--- config.mk ---
export PLATFORM = sky130hd
export DESIGN_NAME = i2c_register_master
export DESIGN_NICKNAME = d
export VERILOG_FILES = /design/src/rtl/core/i2c_rm_pkg.sv /design/src/rtl/core/i2c_rm_front.sv /design/src/rtl/core/i2c_rm_seq.sv /design/src/rtl/core/i2c_register_master.sv
export SDC_FILE = /design/constraint.sdc
export NUM_CORES = 1
export LEC_CHECK = 0
export ABC_AREA = 1
export ABC_CLOCK_PERIOD_IN_PS = 4530
export BUFFER_PORTS_ARGS = -buffer_cell sky130_fd_sc_hd__buf_2
export CAP_MARGIN = 20
export CORE_ASPECT_RATIO = 0.6
export CORE_UTILIZATION = 56
export CTS_CLUSTER_SIZE = 20
export DETAILED_ROUTE_END_ITERATION = 16
export PLACE_DENSITY = 0.89
export RECOVER_POWER = 100
export SLEW_MARGIN = 10
export SYNTH_ARGS = -nofsm -noshare
export SYNTH_HDL_FRONTEND = slang
export SYNTH_HIERARCHICAL = 1
export SYNTH_SLANG_ARGS = --single-unit
--- constraint.sdc ---
create_clock -name clk -period 4.53 [get_ports clk]
set_input_delay 0.906 -clock clk [delete_from_list [all_inputs] [get_ports clk]]
set_output_delay 0.906 -clock clk [all_outputs]
set_load 0.05 [all_outputs]
--- src/rtl/core/i2c_rm_pkg.sv ---
package i2c_rm_pkg;

    localparam int PhaseWidth  = 16;
    localparam int SettleWidth = 24;
    localparam logic [PhaseWidth-1:0]  PhaseReset  = 16'd2;
    localparam logic [SettleWidth-1:0] SettleReset = 24'd10000;
    localparam int QueueDepth = 2;
    localparam logic [7:0] MsbMask = 8'h80;

    typedef enum logic [1:0] {
        ACT_TICK  = 2'd0,
        ACT_WRITE = 2'd1,
        ACT_READ  = 2'd2,
        ACT_NONE  = 2'd3
    } action_t;

    typedef enum logic [0:0] {
        CFG_PHASE  = 1'b0,
        CFG_SETTLE = 1'b1
    } cfg_index_t;

    // Classified request handed from the front part to the sequencer.
    typedef struct packed {
        logic       is_tick;
        logic       is_write;
        logic       is_read;
        logic [7:0] slave_addr;
        logic [7:0] reg_addr;
        logic [7:0] write_data;
        logic [7:0] read_count;
        logic       sda_in;
    } cmd_t;

    typedef struct packed {
        logic       scl;
        logic       sda_out;
        logic       sda_drive;
        logic       busy_res;
        logic       read_valid;
        logic [7:0] read_byte;
        logic       last_byte;
        logic       nack_seen;
    } res_t;

endpackage

--- src/rtl/core/i2c_rm_front.sv ---
module i2c_rm_front (
    input  logic               clk,
    input  logic               rst_n,
    input  logic               push,
    output logic               full,
    input  logic [1:0]         action,
    input  logic [7:0]         slave_addr,
    input  logic [7:0]         reg_addr,
    input  logic [7:0]         write_data,
    input  logic [7:0]         read_count,
    input  logic               sda_in,
    output logic               cmd_valid,
    output i2c_rm_pkg::cmd_t   cmd,
    input  logic               cmd_take
);
    import i2c_rm_pkg::*;

    localparam int PtrW = $clog2(QueueDepth);

    cmd_t            mem_reg [QueueDepth];
    logic [PtrW-1:0] wr_ptr_reg, wr_ptr_next;
    logic [PtrW-1:0] rd_ptr_reg, rd_ptr_next;
    logic [PtrW:0]   cnt_reg, cnt_next;
    cmd_t            in_cmd;
    logic            do_push;
    logic            do_pop;

    always_comb
    begin
        in_cmd = '0;
        in_cmd.is_tick    = (action_t'(action) == ACT_TICK);
        in_cmd.is_write   = (action_t'(action) == ACT_WRITE);
        in_cmd.is_read    = (action_t'(action) == ACT_READ);
        in_cmd.slave_addr = slave_addr;
        in_cmd.reg_addr   = reg_addr;
        in_cmd.write_data = write_data;
        in_cmd.read_count = read_count;
        in_cmd.sda_in     = sda_in;
    end

    assign full      = (cnt_reg == (PtrW+1)'(QueueDepth));
    assign cmd_valid = (cnt_reg != '0);
    assign cmd       = mem_reg[rd_ptr_reg];
    assign do_push   = push && !full;
    assign do_pop    = cmd_take && cmd_valid;

    always_comb
    begin
        wr_ptr_next = do_push ? wr_ptr_reg + 1'b1 : wr_ptr_reg;
        rd_ptr_next = do_pop ? rd_ptr_reg + 1'b1 : rd_ptr_reg;
        cnt_next    = cnt_reg + (PtrW+1)'(do_push) - (PtrW+1)'(do_pop);
    end

    always_ff @(posedge clk or negedge rst_n)
    begin
        if (!rst_n)
        begin
            wr_ptr_reg <= '0;
            rd_ptr_reg <= '0;
            cnt_reg    <= '0;
        end
        else
        begin
            wr_ptr_reg <= wr_ptr_next;
            rd_ptr_reg <= rd_ptr_next;
            cnt_reg    <= cnt_next;
        end
    end

    always_ff @(posedge clk)
    begin
        if (do_push)
        begin
            mem_reg[wr_ptr_reg] <= in_cmd;
        end
    end

endmodule

--- src/rtl/core/i2c_rm_seq.sv ---
module i2c_rm_seq #(
    parameter int PhaseW  = i2c_rm_pkg::PhaseWidth,
    parameter int SettleW = i2c_rm_pkg::SettleWidth
) (
    input  logic                clk,
    input  logic                rst_n,
    input  logic [PhaseW-1:0]   phase_ticks,
    input  logic [SettleW-1:0]  settle_ticks,
    input  logic                cmd_valid,
    input  i2c_rm_pkg::cmd_t    cmd,
    output logic                cmd_take,
    output logic                res_valid,
    output i2c_rm_pkg::res_t    res,
    input  logic                res_take
);
    import i2c_rm_pkg::*;

    typedef enum logic [14:0] {
        S_IDLE      = 15'b000000000000001,
        S_START_HI  = 15'b000000000000010,
        S_START_LO  = 15'b000000000000100,
        S_TX_SETUP  = 15'b000000000001000,
        S_TX_HIGH   = 15'b000000000010000,
        S_TX_HOLD   = 15'b000000000100000,
        S_ACK_HIGH  = 15'b000000001000000,
        S_ACK_LOW   = 15'b000000010000000,
        S_RX_LOW    = 15'b000000100000000,
        S_RX_HIGH   = 15'b000001000000000,
        S_MACK_LOW  = 15'b000010000000000,
        S_MACK_HIGH = 15'b000100000000000,
        S_STOP_LO   = 15'b001000000000000,
        S_STOP_HI   = 15'b010000000000000,
        S_SETTLE    = 15'b100000000000000
    } state_t;

    state_t             st_reg, st_next;
    logic [PhaseW-1:0]  phase_reg, phase_next;
    logic [SettleW-1:0] settle_reg, settle_next;
    logic [3:0]         bit_reg, bit_next;
    logic [7:0]         shift_reg, shift_next;
    logic [7:0]         left_reg, left_next;
    logic [7:0]         slave_reg, slave_next;
    logic [7:0]         regad_reg, regad_next;
    logic [7:0]         data_reg, data_next;
    logic               nack_reg, nack_next;
    logic [2:0]         stage_reg, stage_next;
    logic               scl_reg, scl_next;
    logic               sda_reg, sda_next;
    logic               drv_reg, drv_next;
    logic               out_v_reg;
    res_t               out_reg, out_next;
    logic               got;
    logic [PhaseW-1:0]  limit;
    logic [PhaseW-1:0]  phase_inc;
    logic [3:0]         bit_inc;
    logic               advance;

    // A new item is taken whenever the single output register is free or drained now.
    assign advance   = cmd_valid && (!out_v_reg || res_take);
    assign cmd_take  = advance;
    assign res_valid = out_v_reg;
    assign res       = out_reg;
    assign limit     = (phase_ticks == '0) ? PhaseW'(1) : phase_ticks;
    assign phase_inc = phase_reg + 1'b1;
    assign bit_inc   = bit_reg + 1'b1;

    always_comb
    begin
        st_next     = st_reg;
        phase_next  = phase_reg;
        settle_next = settle_reg;
        bit_next    = bit_reg;
        shift_next  = shift_reg;
        left_next   = left_reg;
        slave_next  = slave_reg;
        regad_next  = regad_reg;
        data_next   = data_reg;
        nack_next   = nack_reg;
        stage_next  = stage_reg;
        got         = 1'b0;

        if (cmd.is_write || cmd.is_read)
        begin
            if (st_reg == S_IDLE)
            begin
                slave_next = cmd.slave_addr;
                regad_next = cmd.reg_addr;
                data_next  = cmd.write_data;
                left_next  = cmd.is_read ? cmd.read_count : 8'd0;
                nack_next  = 1'b0;
                stage_next = cmd.is_read ? 3'd3 : 3'd0;
                st_next    = S_START_HI;
                phase_next = '0;
                bit_next   = '0;
            end
        end
        else if (cmd.is_tick && st_reg != S_IDLE)
        begin
            if (st_reg == S_SETTLE)
            begin
                settle_next = settle_reg - 1'b1;
                if (settle_next == '0)
                begin
                    st_next = S_IDLE;
                end
            end
            else if (phase_inc < limit)
            begin
                phase_next = phase_inc;
            end
            else
            begin
                phase_next = '0;
                unique case (st_reg)
                    S_START_HI:
                    begin
                        if (bit_reg == '0)
                        begin
                            bit_next = 4'd1;
                        end
                        else
                        begin
                            st_next  = S_START_LO;
                            bit_next = '0;
                        end
                    end
                    S_START_LO:
                    begin
                        if (bit_reg == '0)
                        begin
                            bit_next = 4'd1;
                        end
                        else
                        begin
                            st_next  = S_TX_SETUP;
                            bit_next = '0;
                            shift_next = (stage_reg == 3'd1 || stage_reg == 3'd4) ? regad_reg
                                       : (stage_reg == 3'd2) ? data_reg
                                       : (stage_reg == 3'd5) ? slave_reg + 8'd1
                                       : slave_reg;
                        end
                    end
                    S_TX_SETUP: st_next = S_TX_HIGH;
                    S_TX_HIGH:  st_next = S_TX_HOLD;
                    S_TX_HOLD:
                    begin
                        shift_next = {shift_reg[6:0], 1'b0};
                        bit_next   = bit_inc;
                        st_next    = (bit_inc >= 4'd8) ? S_ACK_HIGH : S_TX_SETUP;
                    end
                    S_ACK_HIGH:
                    begin
                        if (cmd.sda_in)
                        begin
                            nack_next = 1'b1;
                        end
                        st_next = S_ACK_LOW;
                    end
                    S_ACK_LOW:
                    begin
                        if (stage_reg == 3'd0 || stage_reg == 3'd1 || stage_reg == 3'd3)
                        begin
                            stage_next = stage_reg + 3'd1;
                            bit_next   = '0;
                            st_next    = S_TX_SETUP;
                            shift_next = (stage_reg == 3'd0) ? regad_reg
                                       : (stage_reg == 3'd1) ? data_reg
                                       : regad_reg;
                        end
                        else if (stage_reg == 3'd4)
                        begin
                            stage_next = 3'd5;
                            bit_next   = '0;
                            st_next    = S_START_HI;
                        end
                        else if (stage_reg == 3'd5 && left_reg != '0)
                        begin
                            shift_next = '0;
                            bit_next   = '0;
                            st_next    = S_RX_LOW;
                        end
                        else
                        begin
                            bit_next = '0;
                            st_next  = S_STOP_LO;
                        end
                    end
                    S_RX_LOW: st_next = S_RX_HIGH;
                    S_RX_HIGH:
                    begin
                        shift_next = {shift_reg[6:0], cmd.sda_in};
                        bit_next   = bit_inc;
                        if (bit_inc >= 4'd8)
                        begin
                            st_next = S_MACK_LOW;
                            got     = 1'b1;
                        end
                        else
                        begin
                            st_next = S_RX_LOW;
                        end
                    end
                    S_MACK_LOW: st_next = S_MACK_HIGH;
                    S_MACK_HIGH:
                    begin
                        left_next = left_reg - 8'd1;
                        if (left_next == '0)
                        begin
                            bit_next = '0;
                            st_next  = S_STOP_LO;
                        end
                        else
                        begin
                            shift_next = '0;
                            bit_next   = '0;
                            st_next    = S_RX_LOW;
                        end
                    end
                    S_STOP_LO:
                    begin
                        if (bit_reg == '0)
                        begin
                            bit_next = 4'd1;
                        end
                        else
                        begin
                            bit_next = '0;
                            st_next  = S_STOP_HI;
                        end
                    end
                    S_STOP_HI:
                    begin
                        if (bit_reg == '0)
                        begin
                            bit_next = 4'd1;
                        end
                        else if (stage_reg == 3'd2 && settle_ticks != '0)
                        begin
                            bit_next    = '0;
                            st_next     = S_SETTLE;
                            settle_next = settle_ticks;
                        end
                        else
                        begin
                            bit_next = '0;
                            st_next  = S_IDLE;
                        end
                    end
                    default: st_next = S_IDLE;
                endcase
            end
        end
    end

    // Pin levels follow the state entered.
    always_comb
    begin
        scl_next = scl_reg;
        sda_next = sda_reg;
        drv_next = drv_reg;
        if (st_next != st_reg || st_next == S_TX_SETUP || st_next == S_RX_LOW)
        begin
            unique case (st_next)
                S_START_LO:  {scl_next, sda_next, drv_next} = 3'b101;
                S_TX_SETUP, S_TX_HOLD:
                    {scl_next, sda_next, drv_next} = {1'b0, shift_next[7], 1'b1};
                S_TX_HIGH:   {scl_next, sda_next, drv_next} = {1'b1, shift_next[7], 1'b1};
                S_ACK_HIGH, S_RX_HIGH: {scl_next, sda_next, drv_next} = 3'b110;
                S_ACK_LOW, S_RX_LOW:   {scl_next, sda_next, drv_next} = 3'b010;
                S_MACK_LOW:  {scl_next, sda_next, drv_next} = {1'b0, left_next == 8'd1, 1'b1};
                S_MACK_HIGH: {scl_next, sda_next, drv_next} = {1'b1, left_next == 8'd1, 1'b1};
                S_STOP_LO:   {scl_next, sda_next, drv_next} = 3'b001;
                default:     {scl_next, sda_next, drv_next} = 3'b111;
            endcase
        end
        out_next = '0;
        out_next.scl        = scl_next;
        out_next.sda_out    = sda_next;
        out_next.sda_drive  = drv_next;
        out_next.busy_res   = (st_next != S_IDLE);
        out_next.read_valid = got;
        out_next.read_byte  = got ? shift_next : 8'd0;
        out_next.last_byte  = got && (left_next == 8'd1);
        out_next.nack_seen  = nack_next;
    end

    always_ff @(posedge clk or negedge rst_n)
    begin
        if (!rst_n)
        begin
            st_reg     <= S_IDLE;
            phase_reg  <= '0;
            settle_reg <= '0;
            bit_reg    <= '0;
            shift_reg  <= '0;
            left_reg   <= '0;
            slave_reg  <= '0;
            regad_reg  <= '0;
            data_reg   <= '0;
            nack_reg   <= 1'b0;
            stage_reg  <= '0;
            scl_reg    <= 1'b1;
            sda_reg    <= 1'b1;
            drv_reg    <= 1'b1;
            out_v_reg  <= 1'b0;
        end
        else
        begin
            if (advance)
            begin
                st_reg     <= st_next;
                phase_reg  <= phase_next;
                settle_reg <= settle_next;
                bit_reg    <= bit_next;
                shift_reg  <= shift_next;
                left_reg   <= left_next;
                slave_reg  <= slave_next;
                regad_reg  <= regad_next;
                data_reg   <= data_next;
                nack_reg   <= nack_next;
                stage_reg  <= stage_next;
                scl_reg    <= scl_next;
                sda_reg    <= sda_next;
                drv_reg    <= drv_next;
                out_v_reg  <= 1'b1;
            end
            else if (res_take)
            begin
                out_v_reg <= 1'b0;
            end
        end
    end

    always_ff @(posedge clk)
    begin
        if (advance)
        begin
            out_reg <= out_next;
        end
    end

endmodule

--- src/rtl/core/i2c_register_master.sv ---
// I2C register master, stepped by tick requests.
// Input channel: push/full. Each request carries action (tick, start write,
// start read or none), the transaction fields and the sampled data line level.
// Output channel: empty/pop. Every accepted request yields exactly one result
// holding the driven clock and data levels, the busy flag, any byte that was
// completed on that tick and the sticky missing-acknowledge flag.
// Configuration channel: cfg_valid/cfg_ready with cfg_index and cfg_data;
// index 0 sets the ticks per bus phase, index 1 the busy time after a
// write's stop. Writes are always taken and must come while the block is idle.
// A request passes a two-entry queue and then the sequencer, which writes its result
// into a single output register and handles one request per cycle while that register
// is free or being popped; a pushed request is stored in the queue first and its
// result is registered when the sequencer takes it.
// When the receiver stops popping, the output register holds its result, the
// queue fills and full rises; nothing is lost.
// Reset returns to idle with both lines driven high and registers at their
// defaults (two ticks per phase, ten thousand settle ticks).
module i2c_register_master #(
    parameter int PhaseW  = i2c_rm_pkg::PhaseWidth,
    parameter int SettleW = i2c_rm_pkg::SettleWidth
) (
    input  logic               clk,
    input  logic               rst_n,
    input  logic               push,
    output logic               full,
    input  logic [1:0]         action,
    input  logic [7:0]         slave_addr,
    input  logic [7:0]         reg_addr,
    input  logic [7:0]         write_data,
    input  logic [7:0]         read_count,
    input  logic               sda_in,
    output logic               empty,
    input  logic               pop,
    output logic               scl,
    output logic               sda_out,
    output logic               sda_drive,
    output logic               busy_res,
    output logic               read_valid,
    output logic [7:0]         read_byte,
    output logic               last_byte,
    output logic               nack_seen,
    input  logic               cfg_valid,
    output logic               cfg_ready,
    input  logic               cfg_index,
    input  logic [SettleW-1:0] cfg_data
);
    import i2c_rm_pkg::*;

    logic [PhaseW-1:0]  phase_ticks_reg;
    logic [SettleW-1:0] settle_ticks_reg;
    logic               cmd_valid;
    cmd_t               cmd;
    logic               cmd_take;
    logic               res_valid;
    res_t               res;

    assign cfg_ready = 1'b1;

    // Configuration registers.
    always_ff @(posedge clk or negedge rst_n)
    begin
        if (!rst_n)
        begin
            phase_ticks_reg  <= PhaseW'(PhaseReset);
            settle_ticks_reg <= SettleW'(SettleReset);
        end
        else if (cfg_valid)
        begin
            unique case (cfg_index_t'(cfg_index))
                CFG_PHASE:  phase_ticks_reg  <= cfg_data[PhaseW-1:0];
                CFG_SETTLE: settle_ticks_reg <= cfg_data;
                default:    phase_ticks_reg  <= phase_ticks_reg;
            endcase
        end
    end

    i2c_rm_front u_front (
        .clk        (clk),
        .rst_n      (rst_n),
        .push       (push),
        .full       (full),
        .action     (action),
        .slave_addr (slave_addr),
        .reg_addr   (reg_addr),
        .write_data (write_data),
        .read_count (read_count),
        .sda_in     (sda_in),
        .cmd_valid  (cmd_valid),
        .cmd        (cmd),
        .cmd_take   (cmd_take)
    );

    i2c_rm_seq #(
        .PhaseW  (PhaseW),
        .SettleW (SettleW)
    ) u_seq (
        .clk          (clk),
        .rst_n        (rst_n),
        .phase_ticks  (phase_ticks_reg),
        .settle_ticks (settle_ticks_reg),
        .cmd_valid    (cmd_valid),
        .cmd          (cmd),
        .cmd_take     (cmd_take),
        .res_valid    (res_valid),
        .res          (res),
        .res_take     (pop)
    );

    assign empty      = !res_valid;
    assign scl        = res.scl;
    assign sda_out    = res.sda_out;
    assign sda_drive  = res.sda_drive;
    assign busy_res   = res.busy_res;
    assign read_valid = res.read_valid;
    assign read_byte  = res.read_byte;
    assign last_byte  = res.last_byte;
    assign nack_seen  = res.nack_seen;

endmodule

* Word-level counts from Yosys, hierarchy flattened
Memory sizes are Yosys's and may differ from the RTL's.
Cells that the tools add are included.
** Cells by class
- Mux-type cells :: 90
- Reduce and logical (&&, ||, !) cells :: 47
- Add/sub/neg operators :: 10
- Bitwise operators :: 2
- Order comparisons :: 2
- Eq/ne operators :: 43
** Operator list (count)
- $mux W15 :: 13
- $pmux W15 S13 :: 1
- $mux W8 :: 21
- $mux W24 :: 5
- $mux W16 :: 6
- $pmux W8 S5 :: 1
- $eq A15 B10 Y1 const B :: 2
- $eq A15 B11 Y1 const B :: 2
- $eq A15 B12 Y1 const B :: 2
- $eq A15 B13 Y1 const B :: 2
- $eq A15 B3 Y1 const B :: 2
- $eq A15 B4 Y1 const B :: 2
- $eq A15 B5 Y1 const B :: 2
- $eq A15 B6 Y1 const B :: 2
- $eq A15 B7 Y1 const B :: 2
- $eq A15 B8 Y1 const B :: 2
- $eq A15 B9 Y1 const B :: 2
- $ne A15 B1 Y1 const B :: 2
- $mux W13 :: 2
- $logic_not A24 Y1 :: 1
- $mux W3 :: 8
- $reduce_bool A24 Y1 :: 1
- $sub A24 B1 Y24 const B :: 1
- $mux W1 :: 23
- 51 further kinds :: 87
** Word-level totals
- Word-level logic and storage cells :: 223
- Memories kept :: 1
- Register bits :: 166
- Bits of input ports :: 65
- Output and inout port bits :: 18
- Bits in writable memories :: 72
** Memories
- u_front.mem_reg :: words 2, bits a word 36, rd ports 1, clocked after memory_dff 0, wr ports 1, RTL line i2c_rm_front.sv:20 : cmd_t mem_reg [QueueDepth];

* Logic depth before layout (Yosys ltp)
- Depth after elaboration :: 14
- Depth in mapped cells :: 32
- Mapped depth without buffers :: 31

* Hierarchy
The synthesis kept the hierarchy.
** By module, submodules not included
- i2c_rm_seq :: cells an instance 1468, instances 1, sequential area each 3133.0 um^2, area an instance 9790.6 um^2
- i2c_rm_front :: cells an instance 225, instances 1, sequential area each 2262.2 um^2, area an instance 2884.0 um^2
- i2c_register_master :: cells an instance 178, instances 1, sequential area each 1008.5 um^2, area an instance 1642.8 um^2

* Worst setup path before layout
OpenSTA, ideal clock, no wires.
- Path kind :: register to register
- From :: reg u_seq.phase_reg[0]
- To :: reg u_seq.out_reg, in the netlist u_seq/res[13], data pin
- Slack :: 0.279 ns
- Path buffers :: 1
- Stages on the path, launching flop included :: 27
- Arrival :: 3.996 ns
- Cell sequence :: dfrtp_1 > ha_1 > nand3_1 > nor4_1 > nand2_1 > nor3_1 > nand3_1 > nor3_1 > xor2_1 > inv_1 > ha_1 > nand4_1 > o221a_2 > nand2_2 > buf_6 > nand2_1 > nand3_1 > nand2_1 > inv_1 > nand3_1 > nor2_1 > nand4_1 > nand2_2 > nor2_4 > nor2_2 > nand3_1 > and2_1
** RTL lines
- start: declaration :: RTL line i2c_rm_seq.sv:37 : logic [PhaseW-1:0] phase_reg, phase_next;
- start signal: assignment :: RTL line i2c_rm_seq.sv:312 : phase_reg <= phase_next;
- end signal: assignment :: RTL line i2c_rm_seq.sv:338 : out_reg <= out_next;
- end: declaration :: RTL line i2c_rm_seq.sv:51 : res_t out_reg, out_next;

==> implementation parameters <==
Parameter                              Value

Min path
  Worst min-delay path category    flop to flop
  Launch point of the worst hold path    u_seq/sda_reg

Logic synthesis
  Proportion of register bits with asynchronous set or reset after synthesis    63.4%
  Synthesized instance count    1,871
  Sequential cell area fraction in the yosys report    44.7%
  Total standard cell area after synthesis    14,300 um^2
  Average instance area after synthesis    7.65 um^2
  Number of enable flip-flop cells after synthesis    87
  Synthesis warning total    6
  Most used flip-flop cell after synthesis    sky130_fd_sc_hd__dfrtp_1
  Flip-flop and latch count after synthesis    238
  Mapped Nets    1,967
  Synth unique cells    59

Critical path
  CP Launch Point    u_seq/phase_reg[0]
  Critical path capture point type    flop
  Highest net fanout along the worst path    18
  Worst Setup Start Kind    flop
  CP Data Arrival Time    5050 ps
  Startpoint of the worst-slack reg-to-reg timing path    u_seq/phase_reg[0]
  WS Path Type    flop to flop
  Required time of the worst setup path    4820 ps

Timing
  Final worst-path setup slack    -231 ps
  Skew final    28.4 ps
  RSZ-0062 raised after global routing    yes
  Worst-case hold slack    462 ps
  Final number of setup-violating endpoints    6
  Minimum clock period after layout    4760 ps
  Final hold vios    0
  Number of pins with negative max-slew slack in the final report    209
  Worst slew margin    -101%
  Transition time at the pin with the least slew margin    3000 ps
  Final period utilization    105%
  Achievable Freq    0.210 GHz
  Setup TNS after final layout    -771 ps

Clock network
  Number of levels in the clock H-tree    1
  Clock root buffer    sky130_fd_sc_hd__clkbuf_16
  Clock-pin slew reported for the worst setup and hold paths after clock tree synthesis    60 ps
  Num CTS Buffers    23
  Clock buffer depth    3
  CTS Sinks    238
  Later-pin clock latency in the skew report    560 ps
  # hold bufs at CTS    0
  CTS tree    built

Finish
  Fraction of final layout cells with drive strength greater than 1    14.6%
  Antenna cell count    0
  Cell area after layout    16,300 um^2
  Final Net Count    2,079
  Utilization after layout    66.3%
  Flip-flop count of the largest register, all copies and words added    72
  Area growth from synthesis to layout    14.0%

Place
  IO Port Bufs    81
  Worst setup timing slack at the placement stage    -133 ps
  Post-DP Area    15,200 um^2
  GPL Wtd Cong    1.02
  Post-detailed-placement half-perimeter wirelength    28,300 um

Power
  P_leak    7.85 nW
  Part of the total power dissipated in sequential elements    31.0%
  Net Sw Power    0.00528 W
  Int Power    0.00594 W
  Max rail drop VDD    332 uV
  Total power divided by cell area    687 nW/um^2
  Combinational power share    50.3%
  Fraction of power consumed by the clock network    18.7%
  Switching share of total power    47.0%

Global route
  Congestion Overflow GR    0
  Via count of the first global-routing pass    12.3k
  Total routing usage reported by global routing    29.8%
  Global-route wire length before repair    63,000 um
  Number of antenna violations at the first check in global routing    1
  Largest net degree at the start of global routing    95

Detailed routing
  Initial detailed-routing violation count    1,595
  Via-per-instance ratio    5.77
  Antenna-violating nets left    0
  First-pass iteration count of the detailed router    6
  DRC violation count after routing    0
  Post-detailed-route wirelength per cell    17.2 um
  Wire length after detailed routing    39,900 um
  Via count    13.4k

Die
  Count of standard-cell rows    44
  Die footprint    26,200 um^2
  Core area    24,600 um^2
  IO Count    83
  Chip width    208 um
  Die outline height    126 um
  Initial cell density of the core    58.2%

Run
  Number of max-cap violations    4

Run status
  Run status    finished with violations
  Failing checks    max-capacitance violations, max-slew violations, negative setup slack
==> path summary, 6_finish.rpt <==
check	end	slack [ps]	cells after the start
setup / recovery	u_seq/res[13]	-230	27
hold / removal	u_seq/sda_reg	460	2
setup reg to reg	u_seq/res[13]	-230	27
hold reg to reg	u_seq/sda_reg	460	2
max in group asynchronous	u_seq/left_reg[6]	950	2
min in group asynchronous	u_seq/settle_reg[6]	1100	1
==> area by class of cell <==
class	count	area, um^2
clock inverters	9	135
multi-input cells	1341	6920
repair buffers	147	891
well taps	322	403
inverters	232	881
fillers	1965	8280
flip-flops and latches	238	6400
clock buffers	33	687
==> routing by layer <==
| metal | global-route usage [%] | vias to the layer above | wire length [um] |
|---|---|---|---|
| li1 | - | 6351 | - |
| met2 | 43.0 | 751 | 16700 |
| met5 | 2.54 | - | 96 |
| met1 | 44.6 | 6241 | 17800 |
| met3 | 8.45 | 62 | 4610 |
| met4 | 5.58 | 2 | 672 |
==> through the flow <==
step,total power [W],cells
floorplan,0.00712,1871
global placement,0.00850,2264
detailed placement,0.00867,2264
CTS,0.0108,2309
global route,0.0119,2322
finish,0.0112,2322
==> cell usage after synthesis, types with 6 or more instances <==
cell,number,area share [%]
sky130_fd_sc_hd__a21oi_1,41,1.4
sky130_fd_sc_hd__a31oi_1,6,0.26
sky130_fd_sc_hd__buf_2,9,0.31
sky130_fd_sc_hd__buf_4,11,0.58
sky130_fd_sc_hd__buf_6,7,0.55
sky130_fd_sc_hd__clkbuf_1,28,0.73
sky130_fd_sc_hd__dfrtp_1,141,25
sky130_fd_sc_hd__dfstp_2,10,1.8
sky130_fd_sc_hd__edfxtp_1,87,18
sky130_fd_sc_hd__ha_1,31,2.7
sky130_fd_sc_hd__inv_1,204,5.3
sky130_fd_sc_hd__inv_2,21,0.55
sky130_fd_sc_hd__nand2_1,577,15
sky130_fd_sc_hd__nand2_2,21,0.92
sky130_fd_sc_hd__nand2_4,6,0.47
sky130_fd_sc_hd__nand3_1,161,5.6
sky130_fd_sc_hd__nand3_2,10,0.70
sky130_fd_sc_hd__nand4_1,33,1.4
sky130_fd_sc_hd__nor2_1,143,3.7
sky130_fd_sc_hd__nor2_2,17,0.74
sky130_fd_sc_hd__nor2_4,11,0.87
sky130_fd_sc_hd__nor3_1,36,1.3
sky130_fd_sc_hd__nor4_1,9,0.39
sky130_fd_sc_hd__o211ai_1,9,0.47
sky130_fd_sc_hd__o21ai_0,130,4.5
sky130_fd_sc_hd__o22ai_1,11,0.48
sky130_fd_sc_hd__xor2_1,30,1.8
==> power groups by stage <==
stage	combinational, W	sequential (W)	clock, W
after floorplan	0.00363	0.00350	0
after global placement	0.00506	0.00344	0
after detailed placement	0.00521	0.00346	0
after CTS	0.00526	0.00343	0.00212
after global routing	0.00614	0.00354	0.00220
final	0.00564	0.00348	0.00210
==> cell families after synthesis <==
| family | synth area share, % |
|---|---|
| and+or+nand+nor | 32.7 |
| buffers and inverters | 8.47 |
| DFF | 44.7 |
| AOI/OAI and AO/OA | 9.05 |
| xor gates and xnor gates | 2.02 |
| adders and majority gates | 2.71 |
| muxes | 0.350 |
| other | 0.0262 |
==> critical path: stages (launching register included) <==
cell and delay, ps:
sky130_fd_sc_hd__dfrtp_1 410, sky130_fd_sc_hd__ha_4 180, sky130_fd_sc_hd__nand3_4 80, sky130_fd_sc_hd__nor4_4 250, sky130_fd_sc_hd__nand2_1 130, sky130_fd_sc_hd__nor3_2 230
sky130_fd_sc_hd__nand3_2 120, sky130_fd_sc_hd__buf_4 150, sky130_fd_sc_hd__buf_4 130, sky130_fd_sc_hd__xor2_1 300, sky130_fd_sc_hd__ha_1 310, sky130_fd_sc_hd__nand4_1 140
sky130_fd_sc_hd__o221a_2 270, sky130_fd_sc_hd__nand2_4 90, sky130_fd_sc_hd__buf_12 160, sky130_fd_sc_hd__nand2_1 120, sky130_fd_sc_hd__nand3_1 150, sky130_fd_sc_hd__o21ai_2 170
sky130_fd_sc_hd__inv_1 80, sky130_fd_sc_hd__nor2_2 170, sky130_fd_sc_hd__nand2_4 100, sky130_fd_sc_hd__nor2_8 140, sky130_fd_sc_hd__nand3_2 100, sky130_fd_sc_hd__nand2_2 130
sky130_fd_sc_hd__nor2_4 60, sky130_fd_sc_hd__nor2_2 110, sky130_fd_sc_hd__nand3_2 70, sky130_fd_sc_hd__and2_1 160
==> repair_timing <==
action | 4_1_cts | 5_1_grt
setup buffers | 3 | 13
pin swaps | 5 | 30
setup endpoints to repair | 7 | 22
hold endpoints to repair | 0 | 0
gates resized for setup | 6 | 53
==> cell usage in the layout, fill, tap and decap left out, types with 5 or more instances in the layout <==
master,synthesis,layout
sky130_fd_sc_hd__buf_2,9,41
sky130_fd_sc_hd__clkbuf_1,28,48
sky130_fd_sc_hd__o21ai_0,130,128
sky130_fd_sc_hd__nor3_2,1,5
sky130_fd_sc_hd__a31oi_1,6,6
sky130_fd_sc_hd__inv_2,21,22
sky130_fd_sc_hd__nand2_4,6,7
sky130_fd_sc_hd__nand3_1,161,157
sky130_fd_sc_hd__nand4_1,33,33
sky130_fd_sc_hd__nand2_1,577,572
sky130_fd_sc_hd__nand2_2,21,25
sky130_fd_sc_hd__a32oi_1,5,5
sky130_fd_sc_hd__o211ai_1,9,9
sky130_fd_sc_hd__edfxtp_1,87,87
sky130_fd_sc_hd__dfstp_2,10,10
sky130_fd_sc_hd__nor3_1,36,32
sky130_fd_sc_hd__mux2i_1,5,5
sky130_fd_sc_hd__ha_1,31,29
sky130_fd_sc_hd__nor2_1,143,127
sky130_fd_sc_hd__nor2_4,11,13
sky130_fd_sc_hd__clkinv_1,4,5
sky130_fd_sc_hd__o22ai_1,11,11
sky130_fd_sc_hd__buf_4,11,55
sky130_fd_sc_hd__clkbuf_16,0,26
sky130_fd_sc_hd__nor2_2,17,31
sky130_fd_sc_hd__nor4_1,9,7
sky130_fd_sc_hd__inv_1,204,204
sky130_fd_sc_hd__a211oi_1,5,5
sky130_fd_sc_hd__xor2_1,30,29
sky130_fd_sc_hd__dfrtp_1,141,141
sky130_fd_sc_hd__nand3_2,10,12
sky130_fd_sc_hd__a21oi_2,2,5
sky130_fd_sc_hd__a21oi_1,41,37
(Power assumes the default switching activity.)
